`src/rtl/lhec_pkg.sv`:
```
package lhec_pkg;

  localparam int ENTRIES_DEF  = 1024;
  localparam int KEY_BITS_DEF = 32;

  localparam int KEY_IN_BITS = 32;
  localparam int COUNT_BITS  = 32;
  localparam int TIME_BITS   = 32;
  localparam int SLOT_BITS   = 10;
  localparam int CAP_BITS    = 11;

  localparam logic [CAP_BITS-1:0] CAP_RESET = 11'd1000;

  localparam logic CMD_ACCESS = 1'b0;
  localparam logic CMD_PROBE  = 1'b1;

  typedef enum logic [2:0] {
    ST_IDLE   = 3'b001,
    ST_SCAN   = 3'b010,
    ST_DECIDE = 3'b100
  } lhec_state_e;

  typedef struct packed {
    logic load;
    logic scan;
    logic decide;
  } lhec_cmd_t;

  typedef struct packed {
    logic scan_done;
  } lhec_sts_t;

endpackage

```
`src/rtl/lhec_ctrl.sv`:
```
module lhec_ctrl (
  input  logic               clk_i,
  input  logic               rst_ni,
  input  logic               start,
  input  lhec_pkg::lhec_sts_t sts_i,
  output logic               busy,
  output lhec_pkg::lhec_cmd_t cmd_o
);

  import lhec_pkg::*;

  lhec_state_e state_q, state_d;

  always_comb begin
    state_d = state_q;
    case (state_q)
      ST_IDLE: begin
        if (start) begin
          state_d = ST_SCAN;
        end
      end
      ST_SCAN: begin
        if (sts_i.scan_done) begin
          state_d = ST_DECIDE;
        end
      end
      ST_DECIDE: begin
        state_d = ST_IDLE;
      end
      default: begin
        state_d = ST_IDLE;
      end
    endcase
  end

  always_ff @(posedge clk_i or negedge rst_ni) begin
    if (!rst_ni) begin
      state_q <= ST_IDLE;
    end else begin
      state_q <= state_d;
    end
  end

  assign busy         = (state_q != ST_IDLE);
  assign cmd_o.load   = (state_q == ST_IDLE) && start;
  assign cmd_o.scan   = (state_q == ST_SCAN);
  assign cmd_o.decide = (state_q == ST_DECIDE);

endmodule

```
`config.mk`:
```
export PLATFORM = sky130hd
export DESIGN_NAME = lhec_ctrl
export DESIGN_NICKNAME = d
export VERILOG_FILES = /design/src/rtl/lhec_pkg.sv /design/src/rtl/lhec_ctrl.sv
export SDC_FILE = /design/constraint.sdc
export NUM_CORES = 1
export LEC_CHECK = 0
export ABC_AREA = 1
export BUFFER_PORTS_ARGS = -buffer_cell sky130_fd_sc_hd__buf_2
export CORE_AREA = 2 2 39 41
export CTS_CLUSTER_DIAMETER = 100
export DETAILED_ROUTE_END_ITERATION = 10
export DIE_AREA = 0 0 41 43
export GPL_TIMING_DRIVEN = 1
export PLACE_DENSITY = 0.3
export SLEW_MARGIN = 25
export SYNTH_ARGS = -nofsm -noshare
export SYNTH_HDL_FRONTEND = slang
export SYNTH_SLANG_ARGS = --single-unit
```
`constraint.sdc`:
```
create_clock -name clk_i -period 2.6 [get_ports clk_i]
set_clock_uncertainty 0.1 [all_clocks]
set_input_delay 0.52 -clock clk_i [delete_from_list [all_inputs] [get_ports clk_i]]
set_output_delay 0.52 -clock clk_i [all_outputs]
set_load 0.01 [all_outputs]
```
==> results.ini, run 1 <==
[grt]
grt_max_degree=5
first_global_vias=172
antenna_found_initial=0
grt.total_usage=0.0563
grt_pass1_wl_microns=565
grt_overflow=0

[clock_network]
cts_resized=0
ctsHoldBuffers=1
insertion_delay_ps=230
clk_pin_slew_ps=30
clockBufferDepth=2
cts_buffers=3
cts-root-buf=clkbuf_4
cts_tree=yes
post_cts_buffers=0
ctsHtreeMaxLevel=1
clkSinkCount=3

[timing]
layout_min_cycle_time_ps=1810
rsz0062_at_grt=no
hold_violations=0
worst_slew_pin_slew_ps=131
setup_viol=0
tns_ps=0
min_period_over_period=0.697
slew_violations=0
slew_headroom=0.912
max_freq_ghz=0.552

[critical_path]
start_kind=register
path_class=register to primary output
endpoint_kind=primary output
cp.arrival_ps=1190
r2r_start=state_q[0]
worstPathMaxFanout=3
cp.required_ps=1980
worstRegToRegCells=4
rr_endpoint=state_q[0]
r2r_slack_ps=1560

[yosys]
synth_area_sq_um=164
synth_top_area_share=0.305
synth.distinct_cells=11
synth_common_cells=inv_1 (6), nand3_1 (4), nand2_1 (3)
synthArstFlopShare=1.00
yosys-top-cells-area=dfrtp_1 (31%), dfstp_2 (16%), inv_1 (14%), nand3_1 (12%), nand2_1 (6.9%)
syn_nets=26
yosys.area.top_type=dfrtp_1
yosysSeqAreaShare=0.466
yosys_register_bits=3
synth.most_common_cell=inv_1
yosys_warnings=0
synth_edf_count=0
synth-main-ff-cell=dfrtp_1
netlist_instances=22
syn_area_per_cell_sq_um=7.45

[floorplan]
die_w_microns=41
num_rows=14
die_height_microns=43
pin_count=8
core_sq_mm=0.00138
dieArea_sq_mm=0.00176
start_util=0.118

[drt]
wl_per_cell_microns=7.24
drt_pre_antenna_iters=1
drt-total-wl_microns=362
avgViaCountPerCell=3.42
wl_met2_microns=138
top_layer=met4
wl_met3_microns=51
drtIter0Drc=0
drt_drc_violations_left=0
vias=171
antenna_left=0
wl_met1_microns=157

[pwr]
p_leak_nw=0.157
vdd.ir_drop.worst_uv=326
power_density_mw_per_mm2=1110

[finish]
antennaDiodeCount=0
largest_reg_flops=3
largest_register=state_q
nets=39
fin_cells=50
areaGrowthSynthToFinish_pct=55.7
drive_above_1_share=0.412
reg_top3=state_q: 3 flops

[min_path]
hold_path_startpoint=start
min_path_type=primary input to register
hold_depth=4
hold_end=state_q[0]

[run_status]
status=complete, no violations

[run]
max_cap_violations=0

[placement]
dp_cells=45
io_buffers=7
gp_congestion=0.664

layer usage:
| layer | vias up | global-route usage |
|---|---|---|
| met1 | 70 | 0.0485 |
| met4 | 0 | 0.0800 |
| met3 | 2 | 0.0314 |
| met2 | 8 | 0.0719 |
| met5 | - | 0 |
| li1 | 91 | - |
cell families (layout without fill, tap and decap cells):
family                 after synthesis  after routing  share of synthesized area
AOI/OAI and AO/OA                    1              1                     0.0305
and+or+nand+nor                     11             11                      0.343
buffers and inverters                7             19                      0.160
DFF                                  3              3                      0.466
stage by stage:
stage / cell area [sq um] / util / hold WS, ps / total power, mW / setup WS [ps]
after floorplan: 164 / - / 124 / 0.162 / 1150
after global placement: 219 / 0.158 / 218 / 0.204 / 1040
after detailed placement: 219 / 0.158 / 216 / 0.203 / 1030
after CTS: 255 / 0.184 / 452 / 0.291 / 773
after global routing: 255 / 0.184 / 466 / 0.310 / 704
final: 255 / 0.184 / 458 / 0.283 / 788
how the worst max path moves through the flow:
stage | startpoint | end | slack, ps | depth (start not counted)
after floorplan | state_q[0] | cmd_o[2] | 1150 | 4
after global placement | state_q[0] | cmd_o[2] | 1040 | 5
after detailed placement | state_q[0] | cmd_o[2] | 1030 | 5
after CTS | state_q[0] | cmd_o[2] | 770 | 5
after global routing | state_q[0] | cmd_o[2] | 700 | 5
final | state_q[0] | cmd_o[2] | 790 | 5
placed cells by master, fill, tap and decap left out:
cell	instances
a21oi_1	1
buf_2	7
clkbuf_1	1
clkbuf_4	3
dfrtp_1	2
dfstp_2	1
dlygate4sd3_1	1
inv_1	6
inv_2	1
nand2_1	3
nand3_1	4
nand3_2	1
nor2_1	1
nor2_2	1
nor3_1	1
layout make-up:
| class | count | area [sq um] |
|---|---|---|
| clock buffer | 4 | 26.3 |
| inverter | 7 | 26.3 |
| tap | 16 | 20.0 |
| sequential | 3 | 76.3 |
| multi-input combinational | 12 | 61.3 |
| fill | 162 | 1130 |
| timing repair buffer | 8 | 45.0 |
power breakdown:
part	switching (mW)	total, mW	internal, mW
logic	0.0728	0.116	0.0436
registers	0.0144	0.0853	0.0709
clock network	0.0238	0.0813	0.0575
total	0.111	0.283	0.172
worst max-delay path, stage by stage, from the launching register on:
cell and delay (ps):
dfstp_2 530, inv_1 70, nor2_2 110, nand3_2 80, inv_1 50, buf_2 120
Power figures use the tool's default switching activity.
==> run 2, diff against run 1 <==
==> constraint.sdc (replaced) <==
create_clock -name clk_i -period 1.5 [get_ports clk_i]
set_clock_uncertainty 0.1 [all_clocks]
set_input_delay 0.3 -clock clk_i [delete_from_list [all_inputs] [get_ports clk_i]]
set_output_delay 0.3 -clock clk_i [all_outputs]
set_load 0.01 [all_outputs]
==> results.ini, run 2 (synthesis results as in run 1) <==
[min_path]
hold_path_startpoint=sts_i
hold_depth=3  ; -1
hold_end=state_q[2]
min_path_type=primary input to register

[critical_path]
worstPathMaxFanout=3  ; unchanged
path_class=register to primary output
cp.arrival_ps=1140  ; -50 ps
r2r_start=state_q[0]
worstRegToRegCells=6  ; +2
rr_endpoint=state_q[1]
cp.required_ps=1100  ; -880 ps
endpoint_kind=primary output
r2r_slack_ps=270  ; -1290 ps
start_kind=register

[finish]
multi_input_area_sq_um=66.3  ; +8.2%
register_area_sq_um=76.3  ; unchanged
largest_register=state_q
final_cell_mix=buf_2 (6), nand3_1 (4), inv_1 (4), buf_4 (4)
areaGrowthSynthToFinish_pct=80.9
drive_above_1_share=0.526  ; +0.115
largest_reg_flops=3  ; unchanged
antennaDiodeCount=0  ; unchanged
mostFrequentLayoutCell=buf_2
fill_cells=169  ; +4.3%
stdcell_area_sq_um=297  ; +16%
reg_top3=state_q: 3 flops
nets=43  ; +10%
final_util=0.214  ; +0.0298
fin_cells=54  ; +8.0%

[pwr]
p_leak_nw=0.175  ; +11%
power_density_mw_per_mm2=2000  ; +80%
vdd.ir_drop.worst_uv=538  ; +65%

[placement]
dp_hpwl_microns=309
gp_congestion=0.700  ; +5.4%
placed_cell_area_sq_um=219  ; unchanged
io_buffers=7  ; unchanged
dp_cells=45  ; unchanged

[grt]
grt_max_degree=5  ; unchanged
first_global_vias=176  ; +2.3%
antenna_found_initial=0  ; unchanged
grt_overflow=0  ; unchanged
grt.total_usage=0.0633  ; +0.00698
grt_pass1_wl_microns=683  ; +21%

[clock_network]
cts-root-buf=clkbuf_4
ctsHtreeMaxLevel=1  ; unchanged
insertion_delay_ps=230  ; about the same
cts_tree=yes
cts_buffers=3  ; unchanged
clkSinkCount=3  ; unchanged
clk_pin_slew_ps=40  ; about the same
clockBufferDepth=2  ; unchanged

[drt]
wl_per_cell_microns=7.70  ; +6.4%
antenna_left=0  ; unchanged
drtIter0Drc=1  ; +1
drt_pre_antenna_iters=2  ; +1
drt_drc_violations_left=0  ; unchanged
drt-total-wl_microns=416  ; +15%
avgViaCountPerCell=3.39  ; -0.91%
vias=183  ; +7.0%

[timing]
setup_viol=2  ; +2
min_period_over_period=1.02
hold_violations=0  ; unchanged
rsz0062_at_grt=yes
tns_ps=-53.9  ; -53.9 ps
max_freq_ghz=0.651
whs_ps=233  ; -225 ps
slew_violations=0  ; unchanged
worst_slew_pin_slew_ps=172  ; +40.3 ps
slew_headroom=0.886  ; -0.0262
finalWorstSetupSlack_ps=-36.7  ; -824 ps
layout_min_cycle_time_ps=1540

[run_status]
violations=negative setup slack
status=finished, violations left

[run]
max_cap_violations=0  ; unchanged

[floorplan]
die_w_microns=41  ; unchanged
num_rows=14  ; unchanged
core_sq_mm=0.00138  ; unchanged
die_height_microns=43  ; unchanged
dieArea_sq_mm=0.00176  ; unchanged
pin_count=8  ; unchanged
start_util=0.118  ; unchanged

[run 2: worst max path at each step]
stage,startpoint,to,slack [ps]
after floorplan,state_q[0],cmd_o[2],270
after global placement,state_q[0],cmd_o[2],150
after detailed placement,state_q[0],cmd_o[2],130
after CTS,state_q[0],cmd_o[2],-100
after global routing,state_q[0],cmd_o[2],-100
final,state_q[0],cmd_o[2],-40
[run 2: area by class of cell]
cell class	count	area share
well taps	16	0.0675
clock buffers	4	0.0886
flip-flops and latches	3	0.257
inverters	7	0.0886
multi-input cells	12	0.224
repair buffers	12	0.274
[run 2: routing by layer]
metal | part of all wire | up-vias | GRT usage
li1 | - | 99 | -
met5 | 0 | - | 0
met4 | 0 | 0 | 0.0800
met3 | 0.099 | 0 | 0.0157
met2 | 0.47 | 6 | 0.0750
met1 | 0.43 | 78 | 0.0774
[run 2: repair_timing]
action / in CTS / in global routing
hold endpoints to repair: 3 / 0
gates resized for setup: 2 / 2
setup buffers: 3 / 1
gates cloned: 0 / 0
pin swaps: 2 / 2
hold buffers: 1 / 0
endpoints found under the setup margin: 2 / 4
[run 2: worst max-delay path, cell delays in order, from the launching register on]
cell     delay [ps]
dfstp_2         530
inv_2            60
nor2_4           90
nand3_2          80
inv_2            60
buf_6            90
[run 2: where the power goes]
part | total (mW) | leakage (nW) | internal [mW] | switching (mW)
logic | 0.301 | 0.123 | 0.148 | 0.153
clock network | 0.139 | 0.0150 | 0.0996 | 0.0399
registers | 0.151 | 0.0372 | 0.123 | 0.0278
total | 0.592 | 0.175 | 0.371 | 0.221
[run 2: stage by stage]
step	setup slack, ps	power [mW]
6_report	-36.7	0.592
5_1_grt	-96.4	0.649
4_1_cts	-99.0	0.580
3_5_place_dp	129	0.355
3_3_place_gp	150	0.354
2_1_floorplan	265	0.281
